`src/hw/rtl/msp_rx_pkg.sv`:
```
package msp_rx_pkg;

   // frame bytes
   localparam logic [7:0] CHAR_DOLLAR = 8'h24;
   localparam logic [7:0] CHAR_X      = 8'h58;
   localparam logic [7:0] CHAR_LT     = 8'h3C;
   localparam logic [7:0] CHAR_GT     = 8'h3E;

   // crc-8 dvb-s2
   localparam logic [7:0] CRC_POLY    = 8'hD5;
   localparam logic [7:0] CRC_TOP_BIT = 8'h80;

   localparam logic [15:0] MAX_PAYLOAD_RESET = 16'd1024;

   // csr map
   localparam int CSR_ADDR_WIDTH = 3;
   localparam logic [0:0] CSR_IDX_MAX_PAYLOAD = 1'b0;

   // parser phase
   localparam logic [2:0] PH_HUNT     = 3'd0;
   localparam logic [2:0] PH_WANT_X   = 3'd1;
   localparam logic [2:0] PH_WANT_DIR = 3'd2;
   localparam logic [2:0] PH_HEADER   = 3'd3;
   localparam logic [2:0] PH_PAYLOAD  = 3'd4;
   localparam logic [2:0] PH_CRC      = 3'd5;

   // header byte positions
   localparam logic [2:0] HDR_FLAGS  = 3'd0;
   localparam logic [2:0] HDR_CMD_LO = 3'd1;
   localparam logic [2:0] HDR_CMD_HI = 3'd2;
   localparam logic [2:0] HDR_LEN_LO = 3'd3;
   localparam logic [2:0] HDR_LEN_HI = 3'd4;

   // event codes
   localparam logic [2:0] EV_IGNORED  = 3'd0;
   localparam logic [2:0] EV_PREAMBLE = 3'd1;
   localparam logic [2:0] EV_HEADER   = 3'd2;
   localparam logic [2:0] EV_PAYLOAD  = 3'd3;
   localparam logic [2:0] EV_OK       = 3'd4;
   localparam logic [2:0] EV_CRC_BAD  = 3'd5;
   localparam logic [2:0] EV_OVERSIZE = 3'd6;
   localparam logic [2:0] EV_BAD_PRE  = 3'd7;

   typedef struct packed {
      logic [2:0]  event_res;
      logic [7:0]  payload_byte;
      logic [15:0] payload_index;
      logic [15:0] command;
      logic [7:0]  frame_flags;
      logic [15:0] payload_length;
      logic        direction;
      logic [7:0]  frame_crc;
   } result_type;

   // one byte through the crc, msb first
   function automatic logic [7:0] crc8_byte(input logic [7:0] crc, input logic [7:0] b);
      logic [7:0] c;
      c = crc ^ b;
      for (int k = 0; k < 8; k++) begin
         if ((c & CRC_TOP_BIT) != 8'd0) begin
            c = {c[6:0], 1'b0} ^ CRC_POLY;
         end else begin
            c = {c[6:0], 1'b0};
         end
      end
      return c;
   endfunction

endpackage

```
`src/hw/rtl/msp_v2_frame_receiver.sv`:
```
// msp v2 frame receiver: one byte word in, one result word out per byte
// each result is registered before rsp_valid presents it; if the result register is held, it waits in the skid register
// throughput: one byte per cycle while req_stall is low; the crc update is an unrolled eight-step xor network
// result register plus skid register keep input flowing; req_stall rises when both are full
// reset (synchronous, active high): parser hunts for '$', captured fields and crc clear,
// max_payload returns to 1024, output stage empties
module msp_v2_frame_receiver
   import msp_rx_pkg::*;
(
   input  logic                      clock,
   input  logic                      reset,
   // byte input
   input  logic                      req_valid,
   output logic                      req_stall,
   input  logic [7:0]                req_data_byte,
   // result output
   output logic                      rsp_valid,
   input  logic                      rsp_stall,
   output logic [2:0]                rsp_event_res,
   output logic [7:0]                rsp_payload_byte,
   output logic [15:0]               rsp_payload_index,
   output logic [15:0]               rsp_command,
   output logic [7:0]                rsp_frame_flags,
   output logic [15:0]               rsp_payload_length,
   output logic                      rsp_direction,
   output logic [7:0]                rsp_frame_crc,
   // apb register port
   input  logic                      psel,
   input  logic                      penable,
   input  logic                      pwrite,
   input  logic [CSR_ADDR_WIDTH-1:0] paddr,
   input  logic [31:0]               pwdata,
   output logic [31:0]               prdata,
   output logic                      pready
);

   // ---------------------------------------------------------------
   // register port: max_payload at byte address 0
   // ---------------------------------------------------------------
   logic [15:0] max_payload_ff;
   logic        csr_wr;
   logic [0:0]  csr_idx;

   assign pready  = 1'b1;
   assign csr_idx = paddr[CSR_ADDR_WIDTH-1:2];
   assign csr_wr  = psel && penable && pwrite && pready;

   always_ff @(posedge clock) begin
      if (reset) begin
         max_payload_ff <= MAX_PAYLOAD_RESET;
      end else if (csr_wr && (csr_idx == CSR_IDX_MAX_PAYLOAD)) begin
         max_payload_ff <= pwdata[15:0];
      end
   end

   always_comb begin
      prdata = 32'd0;
      if (csr_idx == CSR_IDX_MAX_PAYLOAD) begin
         prdata = {16'd0, max_payload_ff};
      end
   end

   // ---------------------------------------------------------------
   // parser state
   // ---------------------------------------------------------------
   logic [2:0]  phase_ff,         phase_in;
   logic [2:0]  header_count_ff,  header_count_in;
   logic [15:0] payload_count_ff, payload_count_in;
   logic [7:0]  crc_ff,           crc_in;
   logic [7:0]  flags_ff,         flags_in;
   logic [15:0] command_ff,       command_in;
   logic [15:0] length_ff,        length_in;
   logic        direction_ff,     direction_in;

   result_type  res_new;
   logic [7:0]  c;
   logic [7:0]  crc_step;
   logic [15:0] count_inc;
   logic        accept;

   assign c         = req_data_byte;
   assign crc_step  = crc8_byte(crc_ff, c);
   assign count_inc = payload_count_ff + 16'd1;

   always_comb begin
      phase_in         = phase_ff;
      header_count_in  = header_count_ff;
      payload_count_in = payload_count_ff;
      crc_in           = crc_ff;
      flags_in         = flags_ff;
      command_in       = command_ff;
      length_in        = length_ff;
      direction_in     = direction_ff;
      res_new          = '0;
      res_new.event_res = EV_IGNORED;

      case (phase_ff)
         PH_WANT_X: begin
            if (c == CHAR_X) begin
               res_new.event_res = EV_PREAMBLE;
               phase_in          = PH_WANT_DIR;
            end else begin
               res_new.event_res = EV_BAD_PRE;
               phase_in          = PH_HUNT;
            end
         end
         PH_WANT_DIR: begin
            if ((c == CHAR_LT) || (c == CHAR_GT)) begin
               res_new.event_res = EV_PREAMBLE;
               direction_in      = (c == CHAR_GT);
               crc_in            = 8'd0;
               header_count_in   = 3'd0;
               payload_count_in  = 16'd0;
               phase_in          = PH_HEADER;
            end else begin
               res_new.event_res = EV_BAD_PRE;
               phase_in          = PH_HUNT;
            end
         end
         PH_HEADER: begin
            crc_in            = crc_step;
            res_new.event_res = EV_HEADER;
            case (header_count_ff)
               HDR_FLAGS:  flags_in   = c;
               HDR_CMD_LO: command_in = {command_ff[15:8], c};
               HDR_CMD_HI: command_in = {c, command_ff[7:0]};
               HDR_LEN_LO: length_in  = {length_ff[15:8], c};
               default:    length_in  = {c, length_ff[7:0]};
            endcase
            if (header_count_ff >= HDR_LEN_HI) begin
               // header complete: size check decides where to go
               header_count_in  = 3'd0;
               payload_count_in = 16'd0;
               if (length_in > max_payload_ff) begin
                  res_new.event_res = EV_OVERSIZE;
                  phase_in          = PH_HUNT;
               end else if (length_in != 16'd0) begin
                  phase_in = PH_PAYLOAD;
               end else begin
                  phase_in = PH_CRC;
               end
            end else begin
               header_count_in = header_count_ff + 3'd1;
            end
         end
         PH_PAYLOAD: begin
            crc_in                = crc_step;
            res_new.event_res     = EV_PAYLOAD;
            res_new.payload_byte  = c;
            res_new.payload_index = payload_count_ff;
            payload_count_in      = count_inc;
            if (count_inc == length_ff) begin
               phase_in = PH_CRC;
            end
         end
         PH_CRC: begin
            res_new.event_res = (c == crc_ff) ? EV_OK : EV_CRC_BAD;
            phase_in          = PH_HUNT;
         end
         default: begin
            // hunting, also covers unused phase codes
            if (c == CHAR_DOLLAR) begin
               res_new.event_res = EV_PREAMBLE;
               phase_in          = PH_WANT_X;
            end else begin
               res_new.event_res = EV_IGNORED;
               phase_in          = PH_HUNT;
            end
         end
      endcase

      // captured fields as they stand after this byte
      res_new.command        = command_in;
      res_new.frame_flags    = flags_in;
      res_new.payload_length = length_in;
      res_new.direction      = direction_in;
      res_new.frame_crc      = crc_in;
   end

   always_ff @(posedge clock) begin
      if (reset) begin
         phase_ff         <= PH_HUNT;
         header_count_ff  <= 3'd0;
         payload_count_ff <= 16'd0;
         crc_ff           <= 8'd0;
         flags_ff         <= 8'd0;
         command_ff       <= 16'd0;
         length_ff        <= 16'd0;
         direction_ff     <= 1'b0;
      end else if (accept) begin
         phase_ff         <= phase_in;
         header_count_ff  <= header_count_in;
         payload_count_ff <= payload_count_in;
         crc_ff           <= crc_in;
         flags_ff         <= flags_in;
         command_ff       <= command_in;
         length_ff        <= length_in;
         direction_ff     <= direction_in;
      end
   end

   // ---------------------------------------------------------------
   // output stage: result register with a skid register behind it
   // ---------------------------------------------------------------
   logic       out_valid_ff;
   logic       skid_valid_ff;
   result_type out_ff;
   result_type skid_ff;
   logic       out_free;

   assign req_stall = skid_valid_ff;
   assign accept    = req_valid && !skid_valid_ff;
   // result register can load when empty or its word is taken now
   assign out_free  = !out_valid_ff || !rsp_stall;

   always_ff @(posedge clock) begin
      if (reset) begin
         out_valid_ff  <= 1'b0;
         skid_valid_ff <= 1'b0;
      end else if (out_free) begin
         if (skid_valid_ff) begin
            out_valid_ff  <= 1'b1;
            skid_valid_ff <= 1'b0;
         end else begin
            out_valid_ff  <= accept;
         end
      end else if (accept) begin
         skid_valid_ff <= 1'b1;
      end
   end

   always_ff @(posedge clock) begin
      if (out_free) begin
         out_ff <= skid_valid_ff ? skid_ff : res_new;
      end
      if (!out_free && accept) begin
         skid_ff <= res_new;
      end
   end

   assign rsp_valid          = out_valid_ff;
   assign rsp_event_res      = out_ff.event_res;
   assign rsp_payload_byte   = out_ff.payload_byte;
   assign rsp_payload_index  = out_ff.payload_index;
   assign rsp_command        = out_ff.command;
   assign rsp_frame_flags    = out_ff.frame_flags;
   assign rsp_payload_length = out_ff.payload_length;
   assign rsp_direction      = out_ff.direction;
   assign rsp_frame_crc      = out_ff.frame_crc;

   // ---------------------------------------------------------------
   // assertions
   // ---------------------------------------------------------------
   // skid only fills behind a held result
   a_skid_behind_out: assert property (@(posedge clock) disable iff (reset)
      skid_valid_ff |-> out_valid_ff)
      else $error("skid word present without a result word");

   // every accepted byte leaves a result word pending next cycle
   a_accept_gives_result: assert property (@(posedge clock) disable iff (reset)
      accept |=> out_valid_ff)
      else $error("accepted byte produced no result word");

   // a payload word's index stays below the captured size
   a_payload_index_range: assert property (@(posedge clock) disable iff (reset)
      (out_valid_ff && (out_ff.event_res == EV_PAYLOAD))
         |-> (out_ff.payload_index < out_ff.payload_length))
      else $error("payload index beyond payload length");

   // header counter never passes the last header byte
   a_header_count_range: assert property (@(posedge clock) disable iff (reset)
      (phase_ff == PH_HEADER) |-> (header_count_ff <= HDR_LEN_HI))
      else $error("header count out of range");

endmodule
```
`config.mk`:
```
export PLATFORM = sky130hd
export DESIGN_NAME = msp_v2_frame_receiver
export DESIGN_NICKNAME = d
export VERILOG_FILES = /design/src/hw/rtl/msp_rx_pkg.sv /design/src/hw/rtl/msp_v2_frame_receiver.sv
export SDC_FILE = /design/constraint.sdc
export NUM_CORES = 1
export LEC_CHECK = 0
export BUFFER_PORTS_ARGS = -buffer_cell sky130_fd_sc_hd__buf_2
export CORE_MARGIN = 3
export CORE_UTILIZATION = 60
export DETAILED_ROUTE_END_ITERATION = 16
export PLACE_DENSITY = 0.82
export SLEW_MARGIN = 25
export SYNTH_ARGS = -nofsm -noshare
export SYNTH_HDL_FRONTEND = slang
export SYNTH_SLANG_ARGS = --single-unit
```
`constraint.sdc`:
```
create_clock -name clock -period 11.3 [get_ports clock]
set_clock_uncertainty 0.1 [all_clocks]
set_input_delay 1.13 -clock clock [delete_from_list [all_inputs] [get_ports clock]]
set_output_delay 1.13 -clock clock [all_outputs]
set_load 0.02 [all_outputs]
```
==> results.yml <==
route:
  via_count: 8168
  avgViaCountPerCell: 5.69
  drt-total-wl_um: 25100
  drtAntennaViolNets: 0
  post-route-drc-count: 0
  routedWlPerCell_um: 17.5
  drt_pass1_iterations: 5
  drt_iter0_drc: 632
clocking:
  post_cts_buffers: 0
  clock_path_buffers: 3
  cts_inserted_buffers: 24
  post_cts_resized: 0
  htree_levels: 1
  cts_root_buf: "clkbuf_16"
  cts-hold-fix-buffers: 0
  cts_sinks: 241
  insertion_delay_ns: 0.51
  cts_tree: "done"
  clk_pin_slew_ns: 0.06
worst_setup_path:
  path_cells: "ha_1 > nor2b_1 > nand3b_1 > a22oi_1 > inv_1 > ha_1 > nor2b_1 > o211ai_1 > a21oi_1 > o31ai_1 > a21oi_1 > a311oi_1 > o31ai_1"
  worstPathRequired_ns: 11.44
  cpPeakStageDelay_ns: 0.57
  worst_setup_path_start_kind: "flop"
  worst_setup_path_end_kind: "flop"
  path_class: "reg -> reg"
  cp_max_fo: 12
  cpMaxStageDelayCell: "nor2b_1"
  crit_buf_inv: 1
  critical_path_arrival_ns: 4.30
  cp_top_family: "compound AO/OA/AOI/OAI gates"
pwr:
  vdd_drop_max_uv: 117
  power_density_nw_per_um2: 157
  power_mw: 2.03
  p_leak_nw: 5.35
synth:
  syn-instance-count: 1073
  async_reset_ff_share_pct: 0
  netlist_area_um2: 11500
  synth_edf_count: 152
  syn_area_per_cell_um2: 10.8
  netlist.area_leader.share_pct: 39.5
  synth_top_area_cell: "edfxtp_1"
  synthTopCellsByArea: "edfxtp_1 (40%), dfxtp_1 (15%), mux2_2 (8.1%)"
  yosysWarnings: 0
  yosysSeqAreaShare_pct: 55.0
  synth_ff_type: "edfxtp_1"
  ys_types: 68
  yosys_register_bits: 241
finish:
  areaGrowthSynthToFinish_pct: 12.2
  nets: 1229
  drive_above_1_share_pct: 22.8
  final_cell_mix: "edfxtp_1 (152), buf_2 (125), nand2_1 (114)"
  antenna_cells: 0
  layout_commonest_cell: "edfxtp_1"
  layout.cells.non_filler: 1435
sta:
  worst_pin_slew_ns: 1.05
  maxSlewViolCount: 0
  relSlewSlack_pct: 29.9
  min_period_over_period_pct: 36.8
  hold_viol: 0
  finalCriticalPeriod_ns: 4.16
  fmax_mhz: 240
  rsz0062_at_grt: "false"
  setup_violations: 0
  fin_setup_tns_ns: 0
floorplanning:
  die_y_um: 145
  boundaryPins: 161
  design.core.area_um2: 18800
  start_util_pct: 61.3
  rows: 50
  die_w_um: 145
  dieArea_um2: 20900
grt:
  globalRouteTotalUtil_pct: 23.7
  overflow: 0
  antenna_found_initial: 1
  first_global_vias: 7826
  grt_max_degree: 91
  grt_pass1_wl_um: 39900
min_path:
  hold_path.class: "reg -> reg"
place:
  placed_cells: 1391
  gp_congestion: 0.920
  numPortBuffers: 125
  dp_hpwl_um: 16100
run:
  maxCapViolations: 0
run_status:
  status: "complete, no violations"
[flip-flops by register name, summed over array words and instances, names as in the netlist]
name / count
phase_ff: 3
payload_count_ff: 16
rsp_frame_flags: 8
rsp_direction: 1
rsp_payload_length: 16
req_stall: 1
rsp_frame_crc: 8
flags_ff: 8
header_count_ff: 3
length_ff: 16
crc_ff: 8
rsp_valid: 1
command_ff: 16
rsp_payload_index: 16
rsp_event_res: 3
rsp_command: 16
rsp_payload_byte: 8
skid_ff: 76
max_payload_ff: 16
direction_ff: 1
[worst min-delay path: cells and delay by family (launching register included)]
| family | cells | cell delay [ns] |
|---|---|---|
| simple gates | 1 | 0.05 |
| flops | 1 | 0.31 |
| compound gates | 1 | 0.05 |
[stage by stage]
| step | util [%] | area [um^2] | hold WS [ns] | setup WS, ns |
|---|---|---|---|---|
| global placement | 64.6 | 12200 | 0.343 | 7.33 |
| finish | 68.8 | 13000 | 0.355 | 7.14 |
| global route | 68.8 | 13000 | 0.372 | 6.79 |
| detailed placement | 64.6 | 12200 | 0.347 | 7.23 |
| CTS | 68.7 | 12900 | 0.356 | 7.22 |
| floorplan | - | 11600 | 0.336 | 4.44 |
[layout make-up]
cell class / instances / area, um^2
Sequential cell: 241 / 6350
Multi-Input combinational cell: 719 / 4670
Tap cell: 260 / 325
Inverter: 38 / 143
Clock inverter: 11 / 101
Fill cell: 1378 / 5880
Timing Repair Buffer: 133 / 686
Clock buffer: 33 / 676
[Yosys cell counts (2+ instances only)]
cell type and number:
nor3_1 43, o32ai_1 4, nor2b_1 7, clkbuf_1 54, o31ai_1 9, nand3b_1 5, inv_1 38, mux2_2 83
nor4_1 7, conb_1 2, o21ai_0 44, buf_1 2, nand2_1 115, edfxtp_1 152, a22o_1 16, mux2i_1 8
nand2b_1 4, clkbuf_8 3, nand3_1 16, nor4_4 2, dfxtp_1 89, nor2_1 114, xor2_1 11, a21oi_1 64
or4_1 5, buf_4 18, a22oi_1 8, o21ai_1 2, or3_1 5, and2_1 4, buf_2 8, clkbuf_2 2
nand4_1 9, and3_1 25, ha_1 22, xnor2_1 37, a21o_1 2, o211ai_1 2, xnor3_1 3
[layer usage]
| layer | part of all wire, % | wire length, um | global-route usage (%) | up-vias |
|---|---|---|---|---|
| met1 | 44 | 11000 | 33.6 | 3874 |
| li1 | - | - | - | 3952 |
| met4 | 3.0 | 741 | 7.90 | 2 |
| met2 | 47 | 11800 | 37.6 | 282 |
| met5 | 0.052 | 13 | 0 | - |
| met3 | 6.4 | 1610 | 3.81 | 58 |
[power breakdown]
group          total, mW  internal (mW)  switching, mW  leakage [nW]
combinational      0.245         0.0909          0.154          2.69
clock              0.784          0.463          0.321         0.384
sequential          1.00          0.985         0.0165          2.27
[final timing paths]
check	startpoint	endpoint	slack, ns	cells past startpoint
worst max-delay path	header_count_ff[1]	rsp_event_res[2]	7.14	13
worst min-delay path	max_payload_ff[13]	max_payload_ff[13]	0.35	2
worst max register to register	header_count_ff[1]	rsp_event_res[2]	7.14	13
worst min register to register	max_payload_ff[13]	max_payload_ff[13]	0.35	2
[logic make-up after synthesis]
group,share of synthesized area (%)
flops,55.0
fa+ha+maj,2.39
other cells,0.0651
compound gates,8.54
xor+xnor,4.37
simple gates,15.6
mux,8.79
buf+inv,5.30
(Power assumes the default switching activity.)
